**src/design/eo_pkg.sv**
```systemverilog
// Shared types, widths and constants for the encoder/IMU odometry block.
// No dependencies; every other design file refers to it by scoped names.
`timescale 1ns / 1ps
`default_nettype none
package eo_pkg;

  localparam int CORDIC_STEPS = 16;
  localparam int CI_W         = $clog2(CORDIC_STEPS);
  localparam int CW           = 34;          // CORDIC datapath width
  localparam int MUL_AW       = 35;
  localparam int MUL_BW       = 32;
  localparam int MUL_PW       = MUL_AW + MUL_BW;
  localparam int MUL_CW       = $clog2(MUL_BW);
  localparam int DIV_NW       = 52;
  localparam int DIV_DW       = 24;
  localparam int DIV_CW       = $clog2(DIV_NW);
  localparam int SAT_W        = 68;

  localparam logic signed [CW-1:0]     CORDIC_GAIN = 34'sd652032874;
  localparam logic signed [MUL_BW-1:0] US_PER_S    = 32'sd1000000;

  typedef struct packed {
    logic               action;
    logic signed [15:0] yaw;
    logic signed [31:0] count_one;
    logic signed [31:0] count_two;
    logic signed [31:0] count_three;
    logic signed [31:0] count_four;
    logic [23:0]        period_us;
  } eo_in_t;

  typedef struct packed {
    logic signed [31:0] pos_x;
    logic signed [31:0] pos_y;
    logic signed [15:0] heading;
    logic signed [31:0] speed;
    logic signed [31:0] yaw_rate;
    logic               period_error;
  } eo_out_t;

  // atan(2^-i), full turn = 2^32
  function automatic logic signed [CW-1:0] atan_lut(input logic [4:0] idx);
    logic signed [CW-1:0] v;
    case (idx)
      5'd0:  v = 34'sd536870912;
      5'd1:  v = 34'sd316933406;
      5'd2:  v = 34'sd167458907;
      5'd3:  v = 34'sd85004756;
      5'd4:  v = 34'sd42667331;
      5'd5:  v = 34'sd21354465;
      5'd6:  v = 34'sd10679838;
      5'd7:  v = 34'sd5340245;
      5'd8:  v = 34'sd2670163;
      5'd9:  v = 34'sd1335087;
      5'd10: v = 34'sd667544;
      5'd11: v = 34'sd333772;
      5'd12: v = 34'sd166886;
      5'd13: v = 34'sd83443;
      5'd14: v = 34'sd41722;
      5'd15: v = 34'sd20861;
      5'd16: v = 34'sd10430;
      5'd17: v = 34'sd5215;
      5'd18: v = 34'sd2608;
      5'd19: v = 34'sd1304;
      5'd20: v = 34'sd652;
      5'd21: v = 34'sd326;
      5'd22: v = 34'sd163;
      5'd23: v = 34'sd81;
      default: v = '0;
    endcase
    return v;
  endfunction

  function automatic logic signed [31:0] sat32(input logic signed [SAT_W-1:0] v);
    logic signed [31:0] r;
    if (v > SAT_W'(64'sh7FFFFFFF)) r = 32'sh7FFFFFFF;
    else if (v < -SAT_W'(64'sh80000000)) r = 32'sh80000000;
    else r = v[31:0];
    return r;
  endfunction

endpackage
`default_nettype wire

```
**src/design/eo_mul.sv**
```systemverilog
// Serial signed multiplier: one multiplier bit per cycle, shift-right accumulate.
// Depends on eo_pkg for operand widths.
`timescale 1ns / 1ps
`default_nettype none
module eo_mul (
  input  wire logic                              clk,
  input  wire logic                              rst_n,
  input  wire logic                              start,
  input  wire logic signed [eo_pkg::MUL_AW-1:0]  a,
  input  wire logic signed [eo_pkg::MUL_BW-1:0]  b,
  output logic                                   done,
  output logic signed [eo_pkg::MUL_PW-1:0]       p
);
  logic signed [eo_pkg::MUL_AW-1:0] a_r;
  logic signed [eo_pkg::MUL_AW:0]   h_r, h_nxt, addend, t;
  logic [eo_pkg::MUL_BW-1:0]        l_r, l_nxt;
  logic [eo_pkg::MUL_CW-1:0]        cnt_r;
  logic                             busy_r, done_r, last;

  assign last = (cnt_r == eo_pkg::MUL_CW'(eo_pkg::MUL_BW - 1));

  always_comb begin
    addend = '0;
    if (l_r[0]) begin
      // top bit of a two's complement multiplier carries negative weight
      addend = last ? -(eo_pkg::MUL_AW+1)'(a_r) : (eo_pkg::MUL_AW+1)'(a_r);
    end
    t     = h_r + addend;
    h_nxt = t >>> 1;
    l_nxt = {t[0], l_r[eo_pkg::MUL_BW-1:1]};
  end

  always_ff @(posedge clk) begin
    if (!rst_n) begin
      busy_r <= 1'b0;
      done_r <= 1'b0;
      cnt_r  <= '0;
    end else begin
      done_r <= 1'b0;
      if (start) begin
        busy_r <= 1'b1;
        cnt_r  <= '0;
      end else if (busy_r) begin
        cnt_r <= cnt_r + 1'b1;
        if (last) begin
          busy_r <= 1'b0;
          done_r <= 1'b1;
        end
      end
    end
  end

  always_ff @(posedge clk) begin
    if (start) begin
      a_r <= a;
      h_r <= '0;
      l_r <= b;
    end else if (busy_r) begin
      h_r <= h_nxt;
      l_r <= l_nxt;
    end
  end

  assign done = done_r;
  assign p    = eo_pkg::MUL_PW'({h_r, l_r});
endmodule
`default_nettype wire

```
**src/design/eo_cordic.sv**
```systemverilog
// Iterative rotation-mode CORDIC, one micro-rotation per cycle, gives cos/sin Q1.30.
// Depends on eo_pkg for the arctangent table and widths.
`timescale 1ns / 1ps
`default_nettype none
module eo_cordic (
  input  wire logic               clk,
  input  wire logic               rst_n,
  input  wire logic               start,
  input  wire logic signed [15:0] ang,
  output logic                    done,
  output logic signed [31:0]      cos_o,
  output logic signed [31:0]      sin_o
);
  logic signed [eo_pkg::CW-1:0] x_r, y_r, z_r, xs, ys, at;
  logic [eo_pkg::CI_W-1:0]      i_r;
  logic                         busy_r, done_r, flip_r, fl;
  logic signed [15:0]           a2;

  always_comb begin
    fl = (ang > 16'sd16384) || (ang < -16'sd16384);
    a2 = fl ? (ang ^ 16'h8000) : ang;   // turn by pi
    xs = x_r >>> i_r;
    ys = y_r >>> i_r;
    at = eo_pkg::atan_lut(5'(i_r));
  end

  always_ff @(posedge clk) begin
    if (!rst_n) begin
      busy_r <= 1'b0;
      done_r <= 1'b0;
      i_r    <= '0;
    end else begin
      done_r <= 1'b0;
      if (start) begin
        busy_r <= 1'b1;
        i_r    <= '0;
      end else if (busy_r) begin
        i_r <= i_r + 1'b1;
        if (i_r == eo_pkg::CI_W'(eo_pkg::CORDIC_STEPS - 1)) begin
          busy_r <= 1'b0;
          done_r <= 1'b1;
        end
      end
    end
  end

  always_ff @(posedge clk) begin
    if (start) begin
      x_r    <= eo_pkg::CORDIC_GAIN;
      y_r    <= '0;
      z_r    <= {{2{a2[15]}}, a2, 16'b0};
      flip_r <= fl;
    end else if (busy_r) begin
      if (!z_r[eo_pkg::CW-1]) begin
        x_r <= x_r - ys;
        y_r <= y_r + xs;
        z_r <= z_r - at;
      end else begin
        x_r <= x_r + ys;
        y_r <= y_r - xs;
        z_r <= z_r + at;
      end
    end
  end

  assign done  = done_r;
  assign cos_o = 32'(flip_r ? -x_r : x_r);
  assign sin_o = 32'(flip_r ? -y_r : y_r);
endmodule
`default_nettype wire

```
**src/design/eo_div.sv**
```systemverilog
// Restoring unsigned divider, one quotient bit per cycle.
// Depends on eo_pkg for widths.
`timescale 1ns / 1ps
`default_nettype none
module eo_div (
  input  wire logic                      clk,
  input  wire logic                      rst_n,
  input  wire logic                      start,
  input  wire logic [eo_pkg::DIV_NW-1:0] num,
  input  wire logic [eo_pkg::DIV_DW-1:0] den,
  output logic                           done,
  output logic [eo_pkg::DIV_NW-1:0]      q
);
  logic [eo_pkg::DIV_NW-1:0] n_r;
  logic [eo_pkg::DIV_DW-1:0] den_r, rem_r;
  logic [eo_pkg::DIV_DW:0]   r2, diff;
  logic [eo_pkg::DIV_CW-1:0] cnt_r;
  logic                      busy_r, done_r, ge;

  always_comb begin
    r2   = {rem_r, n_r[eo_pkg::DIV_NW-1]};
    diff = r2 - {1'b0, den_r};
    ge   = (r2 >= {1'b0, den_r});
  end

  always_ff @(posedge clk) begin
    if (!rst_n) begin
      busy_r <= 1'b0;
      done_r <= 1'b0;
      cnt_r  <= '0;
    end else begin
      done_r <= 1'b0;
      if (start) begin
        busy_r <= 1'b1;
        cnt_r  <= '0;
      end else if (busy_r) begin
        cnt_r <= cnt_r + 1'b1;
        if (cnt_r == eo_pkg::DIV_CW'(eo_pkg::DIV_NW - 1)) begin
          busy_r <= 1'b0;
          done_r <= 1'b1;
        end
      end
    end
  end

  always_ff @(posedge clk) begin
    if (start) begin
      n_r   <= num;
      den_r <= den;
      rem_r <= '0;
    end else if (busy_r) begin
      rem_r <= ge ? diff[eo_pkg::DIV_DW-1:0] : r2[eo_pkg::DIV_DW-1:0];
      n_r   <= {n_r[eo_pkg::DIV_NW-2:0], ge};
    end
  end

  assign done = done_r;
  assign q    = n_r;
endmodule
`default_nettype wire

```
**src/design/encoder_imu_odometry.sv**
```systemverilog
// Encoder/IMU dead-reckoning odometry: top level, sequencer and state.
// From an encoder transfer to its result: 4 sum steps, five serial multiplies, the
// CORDIC, two divides and 3 single steps (x sum, y sum, output load); a zero period
// skips the speed and rate multiplies and divides, and S_OUT waits for the output register.
// Input is taken only in S_IDLE; IMU and non-producing encoder samples stay in S_IDLE.
// Synchronous active-low reset clears pose, heading, flags and counts; scale resets to 1.
`timescale 1ns / 1ps
`default_nettype none
module encoder_imu_odometry (
  input  wire logic           clk,
  input  wire logic           rst_n,
  input  wire logic           in_valid,
  output logic                in_ready,
  input  wire eo_pkg::eo_in_t in_data,
  output logic                out_valid,
  input  wire logic           out_ready,
  output eo_pkg::eo_out_t     out_data,
  input  wire logic           cfg_we,
  input  wire logic [23:0]    cfg_wdata
);
  typedef enum logic [12:0] {
    S_IDLE  = 13'b0000000000001,
    S_SUM   = 13'b0000000000010,
    S_MDIST = 13'b0000000000100,
    S_CORD  = 13'b0000000001000,
    S_MX    = 13'b0000000010000,
    S_AX    = 13'b0000000100000,
    S_MY    = 13'b0000001000000,
    S_AY    = 13'b0000010000000,
    S_MSPD  = 13'b0000100000000,
    S_DSPD  = 13'b0001000000000,
    S_MRATE = 13'b0010000000000,
    S_DRATE = 13'b0100000000000,
    S_OUT   = 13'b1000000000000
  } state_t;

  state_t             state_r;
  logic               run_r;
  logic [23:0]        mpc_r;
  logic               started_r, imu_seen_r;
  logic signed [15:0] latest_yaw_r, ref_yaw_r, last_head_r, head_r, dh_r, head_c;
  logic [31:0]        last_cnt_r [4];
  logic [31:0]        cur_r [4];
  logic [1:0]         idx_r;
  logic [23:0]        period_r;
  logic signed [eo_pkg::MUL_AW-1:0] sum_r;
  logic signed [31:0] dist_r, acc_x_r, acc_y_r, spd_r, rate_r;
  logic signed [33:0] delta_r;
  logic [eo_pkg::DIV_NW-1:0] num_r;
  logic               neg_r;
  logic               out_valid_r;
  eo_pkg::eo_out_t    out_data_r;

  logic               mul_start, mul_done, cor_start, cor_done, div_start, div_done;
  logic signed [eo_pkg::MUL_AW-1:0] mul_a;
  logic signed [eo_pkg::MUL_BW-1:0] mul_b;
  logic signed [eo_pkg::MUL_PW-1:0] prod, prod_rnd, prod_abs;
  logic signed [31:0] cos_v, sin_v, sat_q;
  logic [eo_pkg::DIV_NW-1:0] quo;
  logic signed [eo_pkg::SAT_W-1:0] qext;
  logic [31:0]        d_c;
  logic signed [eo_pkg::MUL_AW-1:0] d_ext;
  logic               out_load;

  assign in_ready = (state_r == S_IDLE);
  wire in_xfer = in_valid && in_ready;
  assign out_load = (state_r == S_OUT) && (!out_valid_r || out_ready);

  eo_mul u_mul (
    .clk(clk), .rst_n(rst_n), .start(mul_start), .a(mul_a), .b(mul_b),
    .done(mul_done), .p(prod)
  );
  eo_cordic u_cordic (
    .clk(clk), .rst_n(rst_n), .start(cor_start), .ang(head_r),
    .done(cor_done), .cos_o(cos_v), .sin_o(sin_v)
  );
  eo_div u_div (
    .clk(clk), .rst_n(rst_n), .start(div_start), .num(num_r), .den(period_r),
    .done(div_done), .q(quo)
  );

  always_comb begin
    head_c    = latest_yaw_r - ref_yaw_r;
    d_c       = cur_r[idx_r] - last_cnt_r[idx_r];
    d_ext     = eo_pkg::MUL_AW'($signed(d_c));
    mul_start = !run_r && (state_r == S_MDIST || state_r == S_MX || state_r == S_MY ||
                           state_r == S_MSPD || state_r == S_MRATE);
    cor_start = !run_r && (state_r == S_CORD);
    div_start = !run_r && (state_r == S_DSPD || state_r == S_DRATE);
    case (state_r)
      S_MDIST: mul_a = sum_r;
      S_MRATE: mul_a = eo_pkg::MUL_AW'(dh_r);
      default: mul_a = eo_pkg::MUL_AW'(dist_r);
    endcase
    case (state_r)
      S_MDIST: mul_b = eo_pkg::MUL_BW'({8'b0, mpc_r});
      S_MX:    mul_b = cos_v;
      S_MY:    mul_b = sin_v;
      default: mul_b = eo_pkg::US_PER_S;
    endcase
    // rounding constant: 512 for the distance scale, 2^29 for the rotation
    prod_rnd = prod + ((state_r == S_MDIST) ? eo_pkg::MUL_PW'(512)
                                            : eo_pkg::MUL_PW'(64'd536870912));
    prod_abs = prod[eo_pkg::MUL_PW-1] ? -prod : prod;
    qext     = eo_pkg::SAT_W'({16'b0, quo});
    sat_q    = eo_pkg::sat32(neg_r ? -qext : qext);
  end

  always_ff @(posedge clk) begin
    if (!rst_n) begin
      state_r      <= S_IDLE;
      run_r        <= 1'b0;
      mpc_r        <= 24'd1;
      started_r    <= 1'b0;
      imu_seen_r   <= 1'b0;
      latest_yaw_r <= '0;
      ref_yaw_r    <= '0;
      last_head_r  <= '0;
      acc_x_r      <= '0;
      acc_y_r      <= '0;
      out_valid_r  <= 1'b0;
      for (int k = 0; k < 4; k++) last_cnt_r[k] <= '0;
    end else begin
      if (cfg_we) mpc_r <= cfg_wdata;
      if (out_load) out_valid_r <= 1'b1;
      else if (out_ready) out_valid_r <= 1'b0;
      if (mul_start || cor_start || div_start) run_r <= 1'b1;
      case (state_r)
        S_IDLE: begin
          if (in_xfer) begin
            if (!in_data.action) begin
              latest_yaw_r <= in_data.yaw;
              imu_seen_r   <= 1'b1;
            end else if (!started_r) begin
              if (imu_seen_r) begin
                last_cnt_r[0] <= in_data.count_one;
                last_cnt_r[1] <= in_data.count_two;
                last_cnt_r[2] <= in_data.count_three;
                last_cnt_r[3] <= in_data.count_four;
                ref_yaw_r     <= latest_yaw_r;
                started_r     <= 1'b1;
              end
            end else begin
              cur_r[0]    <= in_data.count_one;
              cur_r[1]    <= in_data.count_two;
              cur_r[2]    <= in_data.count_three;
              cur_r[3]    <= in_data.count_four;
              period_r    <= in_data.period_us;
              head_r      <= head_c;
              dh_r        <= head_c - last_head_r;
              last_head_r <= head_c;
              sum_r       <= '0;
              idx_r       <= '0;
              state_r     <= S_SUM;
            end
          end
        end
        S_SUM: begin
          // wheels one and two count backwards
          sum_r <= idx_r[1] ? sum_r + d_ext : sum_r - d_ext;
          last_cnt_r[idx_r] <= cur_r[idx_r];
          idx_r <= idx_r + 1'b1;
          if (idx_r == 2'd3) state_r <= S_MDIST;
        end
        S_MDIST: if (mul_done) begin
          run_r   <= 1'b0;
          dist_r  <= eo_pkg::sat32(eo_pkg::SAT_W'(prod_rnd >>> 10));
          state_r <= S_CORD;
        end
        S_CORD: if (cor_done) begin
          run_r   <= 1'b0;
          state_r <= S_MX;
        end
        S_MX: if (mul_done) begin
          run_r   <= 1'b0;
          delta_r <= 34'(prod_rnd >>> 30);
          state_r <= S_AX;
        end
        S_AX: begin
          acc_x_r <= eo_pkg::sat32(eo_pkg::SAT_W'(acc_x_r) + eo_pkg::SAT_W'(delta_r));
          state_r <= S_MY;
        end
        S_MY: if (mul_done) begin
          run_r   <= 1'b0;
          delta_r <= 34'(prod_rnd >>> 30);
          state_r <= S_AY;
        end
        S_AY: begin
          acc_y_r <= eo_pkg::sat32(eo_pkg::SAT_W'(acc_y_r) + eo_pkg::SAT_W'(delta_r));
          if (period_r == '0) begin
            spd_r   <= '0;
            rate_r  <= '0;
            state_r <= S_OUT;
          end else begin
            state_r <= S_MSPD;
          end
        end
        S_MSPD, S_MRATE: if (mul_done) begin
          run_r   <= 1'b0;
          num_r   <= prod_abs[eo_pkg::DIV_NW-1:0];
          neg_r   <= prod[eo_pkg::MUL_PW-1];
          state_r <= (state_r == S_MSPD) ? S_DSPD : S_DRATE;
        end
        S_DSPD: if (div_done) begin
          run_r   <= 1'b0;
          spd_r   <= sat_q;
          state_r <= S_MRATE;
        end
        S_DRATE: if (div_done) begin
          run_r   <= 1'b0;
          rate_r  <= sat_q;
          state_r <= S_OUT;
        end
        S_OUT: if (out_load) begin
          state_r <= S_IDLE;
        end
        default: state_r <= S_IDLE;
      endcase
    end
  end

  always_ff @(posedge clk) begin
    if (out_load) begin
      out_data_r.pos_x        <= acc_x_r;
      out_data_r.pos_y        <= acc_y_r;
      out_data_r.heading      <= head_r;
      out_data_r.speed        <= spd_r;
      out_data_r.yaw_rate     <= rate_r;
      out_data_r.period_error <= (period_r == '0);
    end
  end

  assign out_valid = out_valid_r;
  assign out_data  = out_data_r;
endmodule
`default_nettype wire

```
**config.mk**
```make
export PLATFORM = sky130hd
export DESIGN_NAME = encoder_imu_odometry
export DESIGN_NICKNAME = d
export VERILOG_FILES = /design/src/design/eo_pkg.sv /design/src/design/eo_mul.sv /design/src/design/eo_cordic.sv /design/src/design/eo_div.sv /design/src/design/encoder_imu_odometry.sv
export SDC_FILE = /design/constraint.sdc
export NUM_CORES = 2
export LEC_CHECK = 0
export BUFFER_PORTS_ARGS = -buffer_cell sky130_fd_sc_hd__buf_2
export CORE_UTILIZATION = 28
export CTS_BUF_LIST = sky130_fd_sc_hd__clkbuf_4 sky130_fd_sc_hd__clkbuf_8
export CTS_CLUSTER_DIAMETER = 150
export DETAILED_ROUTE_END_ITERATION = 12
export PLACE_DENSITY = 0.49
export SLEW_MARGIN = 20
export SYNTH_ARGS = -nofsm -noshare
export SYNTH_HDL_FRONTEND = slang
export SYNTH_HIERARCHICAL = 1
export SYNTH_SLANG_ARGS = --single-unit
```
**constraint.sdc**
```tcl
create_clock -name clk -period 13.3 [get_ports clk]
set_clock_uncertainty 0.15 [all_clocks]
set_input_delay 0.665 -clock clk [delete_from_list [all_inputs] [get_ports clk]]
set_output_delay 0.665 -clock clk [all_outputs]
set_load 0.01 [all_outputs]
```
# After elaboration in Yosys (flattened, before gate mapping)
# Memory sizes are Yosys's and may differ from the RTL's. A register that Yosys moved wholly into a read port is not among the register bits.
# Cells that the tools add are included.
# word_totals
inputBits	198
mem_bits_rw	256
mem_count	3
output_inout_bits	147
reg_bits	900
romBits	480
# op_classes
addsub	25
n_eq_ne	30
mux	103
shift	2
reduce_logical	47
bitwise_logic	11
order_cmp	11
# mem_list
name	depth	word_bits	rd	rd_clocked_by_memory_dff	wr	line	text
(name not given)	16	30	1	1	0	eo_pkg.sv:44	case (idx)
cur_r	4	32	1	1	4	encoder_imu_odometry.sv:43	logic [31:0] cur_r [4];
last_cnt_r	4	32	1	1	4	encoder_imu_odometry.sv:42	logic [31:0] last_cnt_r [4];
# op_table
operator	n
32-bit 2-to-1 mux	18
34-bit 2-to-1 mux	5
13-bit 2-to-1 mux	13
52-bit 2-to-1 mux	3
13-bit case mux with 12 select lines	1
35-bit 2-to-1 mux	4
35-bit case mux with 2 select lines	2
32-bit case mux with 2 select lines	2
34-bit adder	3
34-bit subtractor	3
32-bit case mux with 3 select lines	1
36-bit 2-to-1 mux	2
32-bit by 34-bit adder with 35-bit output	2
35-bit by 32-bit greater-than comparator with 1-bit output (second input constant)	2
35-bit by 32-bit < comparator with 1-bit output (second input constant)	2
68-bit by 32-bit greater-than comparator with 1-bit output (second input constant)	1
68-bit by 32-bit < comparator with 1-bit output (second input constant)	1
68-bit 2-to-1 mux	1
52-bit negator with 68-bit output	1
34-bit by 4-bit >>> shifter with 34-bit output	2
67-bit by 30-bit adder with 67-bit output	1
32-bit negator	2
57-bit by 32-bit greater-than comparator with 1-bit output (second input constant)	1
57-bit by 32-bit < comparator with 1-bit output (second input constant)	1
other kinds (58)	155

# Longest topological paths before layout
# logic_depth
depth_word	11
depth_mapped	32
depth_no_buf	30

# By module
# Netlist, hierarchy kept.
# by_module_without_submodules
mod	area_each_um2	instances	cells_per_inst
encoder_imu_odometry	43629.3	1	3810
eo_cordic	17326.6	1	2189
eo_mul	6775.2	1	680
eo_div	5799.3	1	519

# Worst setup path after synthesis
# Ideal clock, no wire load.
# synth_timing
path_type	register to register
start	register state_r[8]
end	memory cur_r[0][0] (enable)
arrival_ns	10.595
period_less_slack_ns	11.517
t_required_ns	12.379
slack_ns	1.783
stages_incl_launch_ff	7
setup_ns	0.771
cell_sequence	dfxtp_1 -> or3_1 -> nor3_1 -> nand2_1 -> or3_1 -> or3b_2 -> nor3_1
# synth_rtl
element	line	text
from (decl)	encoder_imu_odometry.sv:37	state_t state_r;
from (signal assigned)	encoder_imu_odometry.sv:202	state_r <= (state_r == S_MSPD) ? S_DSPD : S_DRATE;
to (decl)	encoder_imu_odometry.sv:43	

==> results.cfg <==
[critical_path]
worstPathRequired_ns = 13.83
timing_worst_setup_path_type = reg2reg
crit_path_end_kind = flop
cpMaxStageDelayCell = buf_4
crit_end = sum_r[32]
crit_cells = 28
path_delay_family = compound AO/OA/AOI/OAI gates
reg2reg_slack_ns = 4.73
cp.arrival_ns = 9.10
critPathLaunchType = flop
cp_num_buf_inv = 3
cp_max_fo = 43
rr_endpoint = sum_r[32]
crit_path_frequent_cell = a21o_1
critPathMaxStageDelay_ns = 0.79
reg2regPathDepth = 28

[finish]
drive_gt1_frac = 0.157
syn_to_final_growth_pct = 16.6
final_common_cell = edfxtp_1
nets = 8230
fillerInstances = 26500
stdcell_area_um2 = 85700
final_cell_mix = edfxtp_1 (839), nand2_1 (640), nor2_1 (527)

[synthesis]
yosysWarningCount = 6
avgSynthCellArea_um2 = 10.2
synthesis.area_um2 = 73500
synth_area_leader_cell = edfxtp_1
synth-edff-count = 839
synthCells = 7198
postSynth.asyncResetShare = 0
ys_ff_latch = 1188
synth_top_area_share = 0.343
synth_ff_type = edfxtp_1
ys_seq_area_frac = 0.438
yosysUniqueCellTypes = 126
yosys-top-cells-area = edfxtp_1 (34%), dfxtp_1 (9.5%), ha_1 (5.9%), xnor2_1 (4.6%), mux4_2 (3.6%)
synth.net_count = 7755

[floorplan]
die_area_um2 = 265000
core_um2 = 260000
rows = 187
io_pins = 345
die_h_um = 514
initial_core_util = 0.282
die_width_um = 514

[cts]
h-tree-depth = 4
holdBufCountCts = 214
cts_setup_buffers = 0
cts.clk_slew.worst_paths_ns = 0.06
post_cts_resized = 0
clockRootBuffer = clkbuf_8
clock_sinks = 1188
clockBufferDepth = 4
cts_tree = built
clkLatencyLatePin_ns = 0.99
numCtsBuffers = 227

[timing]
post-route-period-util = 0.645
relSlewSlack = 0.260
drv_slew = 0
hold_violations = 0
tns_ns = 0
worst_slew_pin_slew_ns = 1.11
finalSetupViolCount = 0
clock.fmax_mhz = 117
period_needed_ns = 8.57
rsz0062_at_grt = no

[hold_path]
hold_path_class = in2reg
min-delay-start = cfg_we

[global_routing]
grt-ovfl-total = 0
grt_max_degree = 85
grt_pass1_wl_um = 346000
first_global_vias = 56700
grt_use_total = 0.167
antenna_found_initial = 5

[power_and_ir_drop]
power_density_nw_per_um2 = 111
ir_drop_v = 0.0000829
leakage_nw = 33.0

[route]
drtAntennaViolNets = 0
vias = 58100
drc = 0
drt-initial-drc-count = 4235
wl_um = 228000
viasPerCell = 5.12
dr.pass1.iters = 6
avgRoutedWirePerCell_um = 20.1

[run_status]
status = complete, no violations

[placement]
dp_hpwl_um = 166000
dpl_cell_area_um2 = 78800
place.gp.congestion = 0.893
place.port_buffers = 344

[run]
drv_cap = 0
[metal layers]
layer  track usage  routed length [µm]
met1         0.228              106000
met2         0.273              105000
met3        0.0206               10300
met4        0.0540                6990
met5             0                   0
[flip-flops by register name, summed over array words and instances (netlist names), 35 cells and up, named ones only]
signal and count:
sum_r 35, last_cnt_r 128, num_r 52, out_data 145, cur_r 128, u_mul/a_r 35
u_mul/h_r 35, u_div/q 52
[cells by family (layout without fill, tap and decap cells)]
| group | Yosys count | in the layout | synth area share |
|---|---|---|---|
| and+or+nand+nor | 2047 | 2047 | 0.136 |
| AOI/OAI and AO/OA | 1911 | 1911 | 0.176 |
| DFF | 1188 | 1188 | 0.438 |
| buffers and inverters | 686 | 1344 | 0.0380 |
| xor gates and xnor gates | 617 | 617 | 0.0739 |
| muxes | 390 | 390 | 0.0762 |
| adders and majority gates | 359 | 359 | 0.0622 |
| other | 0 | 1 | 0 |
[Yosys cell counts, types with 22 or more instances]
cell type and n:
o21bai_1 47, a31oi_1 64, buf_2 24, mux2_2 118, xnor2_1 385, a21o_1 158
nor2b_1 58, a211oi_1 46, o21a_1 59, o41ai_1 37, a2bb2oi_1 28, mux4_2 119
dfxtp_1 349, or4_1 53, nand2_1 641, and2_1 83, or3_1 75, or2_2 44
and3_1 41, buf_1 54, nor4_1 43, nand2b_1 68, nand3_1 122, mux2_1 22
a311oi_1 27, mux2i_1 129, o31ai_1 86, a222oi_1 24, xor2_1 230, o221a_2 31
inv_1 275, nor3_1 110, a22o_1 142, clkbuf_1 296, o211ai_1 31, a21oi_1 503
o21ai_0 351, edfxtp_1 839, nor2_1 536, ha_1 348, nand4_1 59
[per-stage QoR]
step / instances / worst slack [ns] / hold WS [ns] / utilization / total power, mW
detailed placement: 10700 / 4.67 / 0.255 / 0.302 / 5.66
CTS: 11400 / 4.64 / 0.0886 / 0.329 / 9.65
finish: 11400 / 4.73 / 0.211 / 0.329 / 9.50
global placement: 10700 / 4.72 / 0.253 / 0.302 / 5.65
global route: 11400 / 3.97 / 0.167 / 0.329 / 9.96
floorplan: 7198 / 1.78 / 0.250 / - / 5.26
[power breakdown]
group	switching, mW	internal, mW
clock network	1.67	2.18
registers	0.0684	4.05
logic	0.883	0.646
total	2.63	6.87
[layout make-up]
class	instances	area [µm²]	share of cell area
multi-input cells	5324	38700	0.452
flip-flops and latches	1188	32200	0.376
repair buffers	648	4540	0.0530
well taps	3496	4370	0.0510
clock buffers	323	4020	0.0469
inverters	284	1070	0.0125
clock inverters	89	783	0.00914
diodes	1	2.50	0.0000292
[worst min path at each step]
stage	end	slack [ns]	cells after the start
4_1_cts	mpc_r[16]	0.09	3
2_1_floorplan	out_data[10]	0.25	0
3_3_place_gp	out_data[49]	0.25	0
6_report	mpc_r[16]	0.21	3
3_5_place_dp	out_data[45]	0.26	0
5_1_grt	mpc_r[16]	0.17	3
[worst reg2reg max path: cells and delay by family (launching register included)]
family,cells,cell delay [ns]
buffers and inverters,3,0.96
xor gates and xnor gates,2,0.31
DFF,1,0.64
and+or+nand+nor,4,1.07
adders and majority gates,3,0.92
AOI/OAI and AO/OA,15,3.51
muxes,1,0.70
Note: power is estimated with default switching activity, not from simulation.
